--- src/hdl/ihex_pkg.sv ---
`timescale 1ns / 1ps
`default_nettype none
// ----------------------------------------------------------------------------
// ihex_pkg
// Shared types and codes of the Intel HEX record decoder.
// ----------------------------------------------------------------------------
package ihex_pkg;

    localparam logic [2:0] ERR_NONE     = 3'd0;
    localparam logic [2:0] ERR_NO_COLON = 3'd1;
    localparam logic [2:0] ERR_SHORT    = 3'd2;
    localparam logic [2:0] ERR_BAD_HEX  = 3'd3;
    localparam logic [2:0] ERR_CHECKSUM = 3'd4;

    localparam logic RESULT_DATA   = 1'b0;
    localparam logic RESULT_STATUS = 1'b1;

    // register index, taken from paddr[2]
    localparam logic REG_OFFSET = 1'b0;
    localparam logic REG_CKSUM  = 1'b1;

    typedef struct packed {
        logic        result_kind;
        logic [7:0]  data_byte;
        logic [7:0]  byte_index;
        logic        record_valid;
        logic [2:0]  error_code;
        logic [7:0]  rec_len;
        logic [19:0] record_address;
        logic [7:0]  rec_type;
        logic [7:0]  record_checksum;
    } t_result;

    typedef struct packed {
        logic       empty;
        logic       full;
        logic [1:0] level;
    } t_queue_status;

endpackage
`default_nettype wire

--- src/hdl/ihex_parser.sv ---
`timescale 1ns / 1ps
`default_nettype none
// ----------------------------------------------------------------------------
// ihex_parser
// Input register, per-line state and the decode of one character per cycle unless stalled.
// ----------------------------------------------------------------------------
module ihex_parser (
    input  wire                  i_clk,
    input  wire                  i_rst_n,
    input  wire                  i_valid,
    input  wire  [7:0]           i_character,
    input  wire                  i_line_end,
    output logic                 o_stall,
    input  wire                  i_room,
    input  wire  [15:0]          i_offset,
    input  wire                  i_cksum_en,
    output logic                 o_push,
    output ihex_pkg::t_result    o_result
);
    import ihex_pkg::*;

    localparam logic [7:0] POS_MAX = 8'd255;

    // 5-bit value, bit 4 set for a character that is not a hex digit
    function automatic logic [4:0] hex_value(input logic [7:0] c);
        logic [4:0] v;
        v = 5'h10;
        if (c >= "0" && c <= "9") v = {1'b0, 4'(c - "0")};
        else if (c >= "A" && c <= "F") v = {1'b0, 4'(c - "A" + 8'd10)};
        else if (c >= "a" && c <= "f") v = {1'b0, 4'(c - "a" + 8'd10)};
        return v;
    endfunction

    logic        r_in_valid;
    logic [7:0]  r_in_char;
    logic        r_in_last;

    logic [7:0]  r_pos,   n_pos;
    logic [3:0]  r_high,  n_high;
    logic [7:0]  r_count, n_count;
    logic [15:0] r_addr,  n_addr;
    logic [7:0]  r_type,  n_type;
    logic [7:0]  r_sum,   n_sum;
    logic [7:0]  r_cksum, n_cksum;
    logic        r_colon, n_colon;
    logic        r_bad,   n_bad;

    logic        proc;
    logic        have_data;
    logic [7:0]  data_val;
    logic [7:0]  data_idx;
    logic [4:0]  hv;
    logic [3:0]  nib;
    logic [7:0]  b;
    logic [6:0]  k;
    logic [8:0]  data_lim;
    logic [9:0]  need_len;
    logic [2:0]  err;

    assign proc    = r_in_valid && i_room;
    assign o_stall = r_in_valid && !i_room;

    always_comb begin
        n_pos     = r_pos;
        n_high    = r_high;
        n_count   = r_count;
        n_addr    = r_addr;
        n_type    = r_type;
        n_sum     = r_sum;
        n_cksum   = r_cksum;
        n_colon   = r_colon;
        n_bad     = r_bad;
        have_data = 1'b0;
        data_val  = 8'd0;
        data_idx  = 8'd0;
        hv        = hex_value(r_in_char);
        nib       = hv[4] ? 4'd0 : hv[3:0];
        b         = {r_high, nib};
        k         = r_pos[7:1] - 7'd1;
        data_lim  = 9'd4 + {1'b0, r_count};

        if (r_pos == 8'd0) begin
            n_colon = (r_in_char == ":");
        end else begin
            if (hv[4]) n_bad = 1'b1;
            if (r_pos != POS_MAX) begin
                if (r_pos[0]) begin
                    n_high = nib;
                end else begin
                    priority if (k == 7'd0) begin
                        n_count = b;
                        n_sum   = r_sum + b;
                    end else if (k == 7'd1) begin
                        n_addr[15:8] = b;
                        n_sum        = r_sum + b;
                    end else if (k == 7'd2) begin
                        n_addr[7:0] = b;
                        n_sum       = r_sum + b;
                    end else if (k == 7'd3) begin
                        n_type = b;
                        n_sum  = r_sum + b;
                    end else if ({2'b0, k} < data_lim) begin
                        n_sum = r_sum + b;
                        if (r_colon && !n_bad) begin
                            have_data = 1'b1;
                            data_val  = b;
                            data_idx  = {1'b0, k - 7'd4};
                        end
                    end else if ({2'b0, k} == data_lim) begin
                        n_cksum = b;
                    end else begin
                        // past the checksum only the digit check applies
                        n_cksum = r_cksum;
                    end
                end
            end
        end
        if (r_pos != POS_MAX) n_pos = r_pos + 8'd1;

        need_len = {1'b0, n_count, 1'b0} + 10'd11;
        priority if (!n_colon) err = ERR_NO_COLON;
        else if ({2'b0, n_pos} < need_len) err = ERR_SHORT;
        else if (n_bad) err = ERR_BAD_HEX;
        else if (i_cksum_en && (8'd0 - n_sum) != n_cksum) err = ERR_CHECKSUM;
        else err = ERR_NONE;
    end

    always_comb begin
        o_result.rec_len         = n_count;
        o_result.record_address  = {4'd0, n_addr} | {i_offset, 4'd0};
        o_result.rec_type        = n_type;
        o_result.record_checksum = n_cksum;
        if (r_in_last) begin
            o_result.result_kind  = RESULT_STATUS;
            o_result.data_byte    = 8'd0;
            o_result.byte_index   = 8'd0;
            o_result.record_valid = (err == ERR_NONE);
            o_result.error_code   = err;
        end else begin
            o_result.result_kind  = RESULT_DATA;
            o_result.data_byte    = data_val;
            o_result.byte_index   = data_idx;
            o_result.record_valid = 1'b0;
            o_result.error_code   = ERR_NONE;
        end
    end

    assign o_push = proc && (r_in_last || have_data);

    always_ff @(posedge i_clk) begin
        if (i_valid && !o_stall) begin
            r_in_char <= i_character;
            r_in_last <= i_line_end;
        end
        if (!i_rst_n) begin
            r_in_valid <= 1'b0;
        end else if (i_valid && !o_stall) begin
            r_in_valid <= 1'b1;
        end else if (proc) begin
            r_in_valid <= 1'b0;
        end
    end

    always_ff @(posedge i_clk) begin
        if (!i_rst_n || (proc && r_in_last)) begin
            r_pos   <= 8'd0;
            r_high  <= 4'd0;
            r_count <= 8'd0;
            r_addr  <= 16'd0;
            r_type  <= 8'd0;
            r_sum   <= 8'd0;
            r_cksum <= 8'd0;
            r_colon <= 1'b0;
            r_bad   <= 1'b0;
        end else if (proc) begin
            r_pos   <= n_pos;
            r_high  <= n_high;
            r_count <= n_count;
            r_addr  <= n_addr;
            r_type  <= n_type;
            r_sum   <= n_sum;
            r_cksum <= n_cksum;
            r_colon <= n_colon;
            r_bad   <= n_bad;
        end
    end

endmodule
`default_nettype wire

--- src/hdl/ihex_out_queue.sv ---
`timescale 1ns / 1ps
`default_nettype none
// ----------------------------------------------------------------------------
// ihex_out_queue
// Two-entry result register so decoding continues while a result waits.
// ----------------------------------------------------------------------------
module ihex_out_queue (
    input  wire                      i_clk,
    input  wire                      i_rst_n,
    input  wire                      i_push,
    input  ihex_pkg::t_result        i_result,
    output logic                     o_room,
    output logic                     o_valid,
    input  wire                      i_stall,
    output ihex_pkg::t_result        o_result,
    output ihex_pkg::t_queue_status  o_status
);
    import ihex_pkg::*;

    t_result    r_mem [2];
    logic       r_wr_ptr;
    logic       r_rd_ptr;
    logic [1:0] r_count;
    logic       pop;

    assign o_valid  = (r_count != 2'd0);
    assign pop      = o_valid && !i_stall;
    assign o_room   = (r_count != 2'd2) || pop;
    assign o_result = r_mem[r_rd_ptr];

    assign o_status.empty = (r_count == 2'd0);
    assign o_status.full  = (r_count == 2'd2);
    assign o_status.level = r_count;

    always_ff @(posedge i_clk) begin
        if (i_push) r_mem[r_wr_ptr] <= i_result;
        if (!i_rst_n) begin
            r_wr_ptr <= 1'b0;
            r_rd_ptr <= 1'b0;
            r_count  <= 2'd0;
        end else begin
            if (i_push) r_wr_ptr <= !r_wr_ptr;
            if (pop) r_rd_ptr <= !r_rd_ptr;
            if (i_push && !pop) r_count <= r_count + 2'd1;
            else if (pop && !i_push) r_count <= r_count - 2'd1;
        end
    end

endmodule
`default_nettype wire

--- src/hdl/intel_hex_record_decoder_core.sv ---
`timescale 1ns / 1ps
`default_nettype none
// ----------------------------------------------------------------------------
// intel_hex_record_decoder_core
// Decodes Intel HEX lines one character per cycle, unless stalled, into data
// byte requests and one status request per line, with an APB register port.
// ----------------------------------------------------------------------------
// An accepted character passes the input register and then the result queue
//   before its result can be taken.
// throughput: 1 character per cycle unless stalled, set by the single decode
//   stage that merges a nibble and adds one byte into the line sum
// reset (synchronous, active low): line state cleared, address_offset 0,
//   checksum_enable 1, input and result registers empty
module intel_hex_record_decoder_core (
    input  wire         i_clk,
    input  wire         i_rst_n,
    input  wire         i_valid,
    output logic        o_stall,
    input  wire  [7:0]  i_character,
    input  wire         i_line_end,
    output logic        o_valid,
    input  wire         i_stall,
    output logic        o_result_kind,
    output logic [7:0]  o_data_byte,
    output logic [7:0]  o_byte_index,
    output logic        o_record_valid,
    output logic [2:0]  o_error_code,
    output logic [7:0]  o_rec_len,
    output logic [19:0] o_record_address,
    output logic [7:0]  o_rec_type,
    output logic [7:0]  o_record_checksum,
    input  wire         psel,
    input  wire         penable,
    input  wire         pwrite,
    input  wire  [2:0]  paddr,
    input  wire  [31:0] pwdata,
    output logic [31:0] prdata,
    output logic        pready
);
    import ihex_pkg::*;

    logic [15:0]   r_offset;
    logic          r_cksum_en;
    logic          wr_en;
    logic          room;
    logic          push;
    t_result       dec_result;
    t_result       out_result;
    t_queue_status q_status;

    assign pready = 1'b1;
    assign wr_en  = psel && penable && pwrite && pready;

    always_ff @(posedge i_clk) begin
        if (!i_rst_n) begin
            r_offset   <= 16'd0;
            r_cksum_en <= 1'b1;
        end else if (wr_en) begin
            unique case (paddr[2])
                REG_OFFSET: r_offset   <= pwdata[15:0];
                REG_CKSUM:  r_cksum_en <= pwdata[0];
                default:    r_offset   <= r_offset;
            endcase
        end
    end

    always_comb begin
        unique case (paddr[2])
            REG_OFFSET: prdata = {16'd0, r_offset};
            REG_CKSUM:  prdata = {31'd0, r_cksum_en};
            default:    prdata = 32'd0;
        endcase
    end

    ihex_parser u_parser (
        .i_clk       (i_clk),
        .i_rst_n     (i_rst_n),
        .i_valid     (i_valid),
        .i_character (i_character),
        .i_line_end  (i_line_end),
        .o_stall     (o_stall),
        .i_room      (room),
        .i_offset    (r_offset),
        .i_cksum_en  (r_cksum_en),
        .o_push      (push),
        .o_result    (dec_result)
    );

    ihex_out_queue u_queue (
        .i_clk    (i_clk),
        .i_rst_n  (i_rst_n),
        .i_push   (push),
        .i_result (dec_result),
        .o_room   (room),
        .o_valid  (o_valid),
        .i_stall  (i_stall),
        .o_result (out_result),
        .o_status (q_status)
    );

    assign o_result_kind     = out_result.result_kind;
    assign o_data_byte       = out_result.data_byte;
    assign o_byte_index      = out_result.byte_index;
    assign o_record_valid    = out_result.record_valid;
    assign o_error_code      = out_result.error_code;
    assign o_rec_len         = out_result.rec_len;
    assign o_record_address  = out_result.record_address;
    assign o_rec_type        = out_result.rec_type;
    assign o_record_checksum = out_result.record_checksum;

    a_level_bound: assert property (@(posedge i_clk) disable iff (!i_rst_n)
        q_status.level != 2'd3)
        else $error("result queue level out of range");

    a_no_push_when_full: assert property (@(posedge i_clk) disable iff (!i_rst_n)
        push && q_status.full |-> !i_stall)
        else $error("request pushed into a full result queue");

    a_status_fields: assert property (@(posedge i_clk) disable iff (!i_rst_n)
        o_valid && o_result_kind == RESULT_STATUS |->
            o_record_valid == (o_error_code == ERR_NONE) &&
            o_data_byte == 8'd0 && o_byte_index == 8'd0)
        else $error("inconsistent status request");

    a_data_fields: assert property (@(posedge i_clk) disable iff (!i_rst_n)
        o_valid && o_result_kind == RESULT_DATA |->
            !o_record_valid && o_error_code == ERR_NONE)
        else $error("data request carries status fields");

    a_valid_tracks_level: assert property (@(posedge i_clk) disable iff (!i_rst_n)
        o_valid == !q_status.empty)
        else $error("output valid disagrees with queue level");

endmodule
`default_nettype wire
--- config.mk ---
export PLATFORM = sky130hd
export DESIGN_NAME = intel_hex_record_decoder_core
export DESIGN_NICKNAME = d
export VERILOG_FILES = /design/src/hdl/ihex_pkg.sv /design/src/hdl/ihex_parser.sv /design/src/hdl/ihex_out_queue.sv /design/src/hdl/intel_hex_record_decoder_core.sv
export SDC_FILE = /design/constraint.sdc
export NUM_CORES = 1
export LEC_CHECK = 0
export BUFFER_PORTS_ARGS = -buffer_cell sky130_fd_sc_hd__buf_2
export CORE_UTILIZATION = 60
export CTS_BUF_LIST = sky130_fd_sc_hd__clkbuf_2 sky130_fd_sc_hd__clkbuf_4 sky130_fd_sc_hd__clkbuf_8
export CTS_CLUSTER_SIZE = 25
export DETAILED_ROUTE_END_ITERATION = 10
export GPL_ROUTABILITY_DRIVEN = 0
export PLACE_DENSITY_LB_ADDON = 0.12
export RECOVER_POWER = 25
export SLEW_MARGIN = 0
export SYNTH_ARGS = -nofsm -noshare
export SYNTH_HDL_FRONTEND = slang
export SYNTH_SLANG_ARGS = --single-unit
--- constraint.sdc ---
create_clock -name i_clk -period 24.7 [get_ports i_clk]
set_clock_uncertainty 0.1 [all_clocks]
set_input_delay 2.47 -clock i_clk [delete_from_list [all_inputs] [get_ports i_clk]]
set_output_delay 2.47 -clock i_clk [all_outputs]
set_load 0.01 [all_outputs]
==> flow_metrics.tcl, run 1 <==
set metrics [dict create \
    cp-end-kind "primary output" \
    timing.fmax_mhz 163 \
    pwr-share-seq 0.458 \
    clock_tree.buffer_depth 3 \
    path_buf_inv 2 \
    finalHoldViolCount 0 \
    critPathSlowestCell "clkbuf_1" \
    nets 1195 \
    post_cts_resize_count 0 \
    r2r_start "u_parser.r_pos[1]$_SDFFE_PP0P_" \
    ant_nets 0 \
    largest-register "u_queue.r_mem" \
    yosys.area_share.adder 0.0453 \
    yosys.cell_types.count 68 \
    min_delay_path_depth 2 \
    status "complete, but fails checks" \
    failed_checks "capacitance limit, slew limit" \
    crit_arrival_ns 3.57 \
    hold_class "reg2reg" \
    diodes 0 \
    powerDensity_nw_per_um2 73.7 \
    grt_remaining_overflow 0 \
    wl_per_cell_um 17.3 \
    htreeDepth 2 \
    drc_errors 0 \
    reg.largest.list "u_queue.r_mem x128, r_offset x16, u_parser.r_addr x16" \
    p_leak_nw 5.00 \
    cts_setup_buffers 0 \
    layoutNonFillerInstCount 1361 \
    synth.mux.area_fraction 0.104 \
    synth_edf_count 137 \
    synth_top_family_by_area "simple AND/OR/NAND/NOR gates" \
    critPathRequiredTime_ns 22.13 \
    r2r-end "u_queue.r_mem[0][44]$_DFFE_PP_" \
    cts_tree "yes" \
    syn_area_um2 10900 \
    min_period_ns 6.14 \
    power_w 0.000905 \
    port_buffers 114 \
    grt_max_degree 65 \
    hold_path_startpoint "u_parser.r_cksum[0]$_SDFFE_PP0P_" \
    cpLargestDelayFamily "buffers and inverters" \
    rows 49 \
    pwr-share-comb 0.193 \
    start_kind "primary input" \
    worst_pin_slew_ns 2.62 \
    hold_end "u_parser.r_cksum[0]$_SDFFE_PP0P_" \
    dpl.cell_count 1296 \
    finalSetupViolCount 0 \
    die_w_um 137 \
    rsz0062_at_grt "no" \
    max_slew_margin -0.745 \
    swShare 0.271 \
    synth_ff_type "edfxtp_1" \
    clock-sinks 222 \
    yosys_warnings 0 \
    p_switching_w 0.000246 \
    via_count 7706 \
    p_int_w 0.000660 \
    antenna_found_initial 0 \
    slew_violations 50 \
    synth_xor_area_frac 0.0328 \
    syn_area_per_cell_um2 11.0 \
    drive_above_1_share 0.232 \
    fp.coreArea_um2 17900 \
    dieArea_um2 18800 \
    finalWorstSetupSlack_ns 18.56 \
    dpl_worst_slack_ns 18.87 \
    holdWs_ns 0.364 \
    syn2layout_area_growth_pct 12.3 \
    clk_latency_ns 0.54 \
    synthSimpleGateAreaFrac 0.136 \
    via_per_inst 5.66 \
    clkPwrFrac 0.350 \
    root_buffer "clkbuf_8" \
    reg2reg_slack_ns 19.22 \
    period_share 0.249 \
    critPathMaxFanout 19 \
    grt_pass1_wl_um 36300 \
    largest_reg_flops 128 \
    ys_ff_latch 222 \
    worstSetupPathType "in2out" \
    grt_pass1_vias 7041 \
    ctsHoldBuffers 0 \
    grt_use_total 0.255 \
    final.setup.tns_ns 0 \
    die_h_um 137 \
    slowest_delay_ns 0.56 \
    drv_cap 1 \
    synth-compound-area-share 0.104 \
    start_util 0.611 \
    synthArstFlopShare 0 \
    crit_start "paddr[2]" \
    dp_hpwl_um 15600 \
    ir_drop_mv 0.0711 \
    path_clk_slew_ns 0.06 \
    drt-initial-drc-count 506 \
    path_cells "clkbuf_1, mux2_2, buf_2" \
    routed_wl_um 23500 \
    yosysSeqAreaShare 0.532 \
    r2r_cells 20 \
    ios 151 \
    cts_made_buffers 36 \
    syn_inst 994 \
    drtPass1Iterations 7 \
]
## Yosys cell counts, types with 12 or more instances
master / instances / area [µm²]
a21boi_0: 17 / 128
xnor2_1: 24 / 210
nor3_1: 14 / 70.1
mux2_2: 65 / 732
a211oi_1: 26 / 195
buf_4: 19 / 143
clkbuf_1: 39 / 146
dfxtp_1: 85 / 1700
nor2_1: 130 / 488
nor2b_1: 21 / 131
inv_1: 37 / 139
a211o_1: 12 / 105
o21ai_0: 31 / 155
edfxtp_1: 137 / 4110
mux2i_1: 28 / 280
a21oi_1: 41 / 205
nand3_1: 14 / 70.1
nand2_1: 78 / 293
ha_1: 38 / 475
xor2_1: 17 / 149
## power by group through the flow
stage	clock [W]	combinational (W)	sequential, W
floorplan	0	0.000128	0.000420
global placement	0	0.000172	0.000421
detailed placement	0	0.000174	0.000422
CTS	0.000322	0.000176	0.000414
global route	0.000337	0.000191	0.000416
finish	0.000317	0.000174	0.000414
## placed cells by master (no fill, tap or decap), types with 3 or more instances in the layout
master	n
a21oi_1	41
mux2i_4	5
or3_1	4
o21ai_0	31
nor3_1	13
or2_2	3
clkbuf_8	40
a21o_1	6
xor2_1	17
clkbuf_4	11
xnor2_1	24
clkinv_1	10
clkbuf_1	4
nor2b_1	21
mux2i_1	28
a211o_1	12
nor2_1	130
a21boi_0	17
a31oi_1	6
o21bai_1	5
a211oi_1	26
buf_2	112
nand3_1	15
mux2_2	65
nand2b_1	6
inv_1	37
edfxtp_1	137
nand4_1	7
nand3b_1	4
ha_1	38
dfxtp_1	84
buf_4	9
o21a_1	9
conb_1	18
nand2_1	78
and2_1	3
and3_1	7
## worst max path at each step
stage / cells after the start / endpoint / slack [ns]
6_report: 3 / prdata[0] / 18.56
5_1_grt: 8 / u_parser.r_cksum[6]$_SDFFE_PP0P_ / 18.31
4_1_cts: 3 / prdata[0] / 18.86
3_5_place_dp: 3 / prdata[0] / 18.87
3_3_place_gp: 3 / prdata[0] / 18.87
2_1_floorplan: 15 / u_queue.r_mem[0][0]$_DFFE_PP_ / 16.69
## cell type report
type,instances,area [µm²]
fillers,1416,5620
well taps,229,287
repair buffers,125,643
inverters,37,139
multi-input cells,683,4680
clock inverters,14,86.3
flip-flops and latches,222,5820
clock buffers,51,633
## metal layers
metal,part of all wire,vias to the layer above,wire length (µm),track usage
met3,0.061,47,1450,0.0485
met5,0,-,0,0
met2,0.47,249,11100,0.411
li1,-,3737,-,-
met4,0.021,0,491,0.0757
met1,0.45,3673,10500,0.350
## kinds of logic after synthesis
family / after synthesis
buffers and inverters: 105
and+or+nand+nor: 315
other: 2
DFF: 222
AOI/OAI and AO/OA: 171
muxes: 99
adders and majority gates: 39
xor gates and xnor gates: 41
## stage by stage
| stage | util | cell area (µm²) |
|---|---|---|
| finish | 0.686 | 12300 |
| global route | 0.686 | 12300 |
| CTS | 0.688 | 12300 |
| detailed placement | 0.648 | 11600 |
| global placement | 0.648 | 11600 |
| floorplan | - | 11000 |
## worst register-to-register path, delay by kind of cell, from the launching register on
| kind | cells | cell delay, ns |
|---|---|---|
| xor+xnor | 1 | 0.16 |
| fa+ha+maj | 3 | 0.90 |
| flops | 1 | 0.57 |
| buf+inv | 1 | 0.22 |
| compound gates | 9 | 1.93 |
| simple gates | 6 | 1.32 |
No activity file was read; power rests on OpenSTA's default activity.
==> run 2, diff against run 1 <==
--- a/config.mk
+++ b/config.mk
@@ -6,7 +6,7 @@
 export NUM_CORES = 1
 export LEC_CHECK = 0
 export BUFFER_PORTS_ARGS = -buffer_cell sky130_fd_sc_hd__buf_2
-export CORE_UTILIZATION = 60
+export CORE_UTILIZATION = 54
 export CTS_BUF_LIST = sky130_fd_sc_hd__clkbuf_2 sky130_fd_sc_hd__clkbuf_4 sky130_fd_sc_hd__clkbuf_8
 export CTS_CLUSTER_SIZE = 25
 export DETAILED_ROUTE_END_ITERATION = 10
==> constraint.sdc (replaced) <==
create_clock -name i_clk -period 5.2 [get_ports i_clk]
set_clock_uncertainty 0.1 [all_clocks]
set_input_delay 0.52 -clock i_clk [delete_from_list [all_inputs] [get_ports i_clk]]
set_output_delay 0.52 -clock i_clk [all_outputs]
set_load 0.01 [all_outputs]
==> flow_metrics.tcl, run 2 (same netlist as run 1, synthesis figures left out) <==
set metrics [dict create \
    finalSetupViolCount 0 \
    syn2layout_area_growth_pct 14.5 \
    clock_tree.buffer_depth 3 \
    worstSetupPathType "reg2reg" \
    clk_latency_ns 0.53 \
    via_per_inst 5.39 \
    largest_reg_flops 128 \
    dp_hpwl_um 15800 \
    dieArea_um2 20800 \
    failed_checks "capacitance limit, slew limit" \
    grt_pass1_wl_um 35800 \
    drt-met1-wl_um 11300 \
    period_share 0.939 \
    grt_max_degree 65 \
    cts_made_buffers 37 \
    drc_errors 0 \
    critPathRequiredTime_ns 5.38 \
    layoutNonFillerInstCount 1418 \
    final_util 0.637 \
    routed-wl-met3_um 1360 \
    rsz0062_at_grt "no" \
    grt_use_total 0.225 \
    reg.largest.list "u_queue.r_mem x128, r_offset x16, u_parser.r_addr x16" \
    final_cell_mix "edfxtp_1, nor2_1, dfxtp_1" \
    nFillCells 1621 \
    wl_per_cell_um 16.6 \
    start_kind "flip-flop" \
    worst_pin_slew_ns 1.87 \
    max_slew_margin -0.250 \
    ant_nets 0 \
    mostFrequentLayoutCell "edfxtp_1" \
    root_buffer "clkbuf_8" \
    rows 51 \
    cts_setup_buffers 0 \
    ios 151 \
    ctsHoldBuffers 0 \
    final.setup.tns_ns 0 \
    grt_remaining_overflow 0 \
    hold_class "in2reg" \
    nets 1216 \
    finalHoldViolCount 0 \
    powerDensity_nw_per_um2 346 \
    drt-initial-drc-count 453 \
    power_w 0.00434 \
    die_w_um 144 \
    holdWs_ns 0.0665 \
    timing.fmax_mhz 205 \
    htreeDepth 2 \
    fp.coreArea_um2 19700 \
    min_period_ns 4.88 \
    drtPass1Iterations 5 \
    status "complete, but fails checks" \
    crit_arrival_ns 5.06 \
    antenna_found_initial 0 \
    routed_wl_um 23500 \
    diodes 0 \
    p_leak_nw 4.96 \
    clock-sinks 222 \
    via_count 7644 \
    grt_pass1_vias 6958 \
    start_util 0.557 \
    dpl.cell_count 1352 \
    drive_above_1_share 0.215 \
    ir_drop_mv 0.262 \
    die_h_um 144 \
    largest-register "u_queue.r_mem" \
    dr.max_layer_used "met4" \
    routed-wl-met2_um 10400 \
    path_clk_slew_ns 0.06 \
    slew_violations 84 \
    cp-end-kind "flip-flop" \
    drv_cap 2 \
    critPathMaxFanout 9 \
    post_cts_resize_count 0 \
    port_buffers 114 \
    cts_tree "yes" \
]
[run 2: final timing paths]
path                                                       start                                to  slack [ns]  cells past startpoint
worst max register to register    u_parser.r_pos[1]$_SDFFE_PP0P_    u_queue.r_mem[1][44]$_DFFE_PP_        0.32                     21
worst min register to register  u_parser.r_cksum[0]$_SDFFE_PP0P_  u_parser.r_cksum[0]$_SDFFE_PP0P_        0.36                      2
worst max-delay path              u_parser.r_pos[1]$_SDFFE_PP0P_    u_queue.r_mem[1][44]$_DFFE_PP_        0.32                     21
worst min-delay path                              i_character[4]   u_parser.r_in_char[4]$_DFFE_PP_        0.07                      1
[run 2: routing by layer]
metal	GRT usage	up-vias
li1	-	3776
met1	0.313	3620
met2	0.355	216
met3	0.0477	32
met4	0.0648	0
met5	0	-
[run 2: worst max-delay path: stages (launching register included)]
cell and delay (ns):
dfxtp_1 0.31, clkbuf_1 0.23, or4_4 0.61, nand2_1 0.14, inv_1 0.08, ha_1 0.20
o2111a_2 0.18, and3_1 0.25, buf_4 0.18, nor2_1 0.09, a21oi_1 0.06, ha_1 0.24
nor2_1 0.15, nor2_1 0.07, xnor2_1 0.29, ha_1 0.31, a211oi_1 0.22, a21oi_1 0.11
o21a_1 0.19, o22a_1 0.25, nor2b_1 0.15, o21a_1 0.21
[run 2: final cells by class]
cell class | count | area (µm²) | area share
Sequential cell | 222 | 5820 | 0.464
Multi-Input combinational cell | 683 | 4730 | 0.377
Timing Repair Buffer | 145 | 762 | 0.0608
Clock buffer | 56 | 683 | 0.0545
Tap cell | 265 | 332 | 0.0265
Inverter | 37 | 139 | 0.0111
Clock inverter | 10 | 68.8 | 0.00549
[run 2: power breakdown]
part	internal (W)	switching, W	total (W)	leakage (nW)
Combinational	0.000369	0.000422	0.000791	2.50
Sequential	0.00193	0.0000804	0.00201	2.06
Clock	0.000885	0.000653	0.00154	0.396
[run 2: stage by stage]
stage,cell area [µm²],setup slack [ns]
floorplan,11000,-0.00961
global placement,11800,0.354
detailed placement,11800,0.278
CTS,12600,0.241
global route,12500,0.00621
finish,12500,0.316
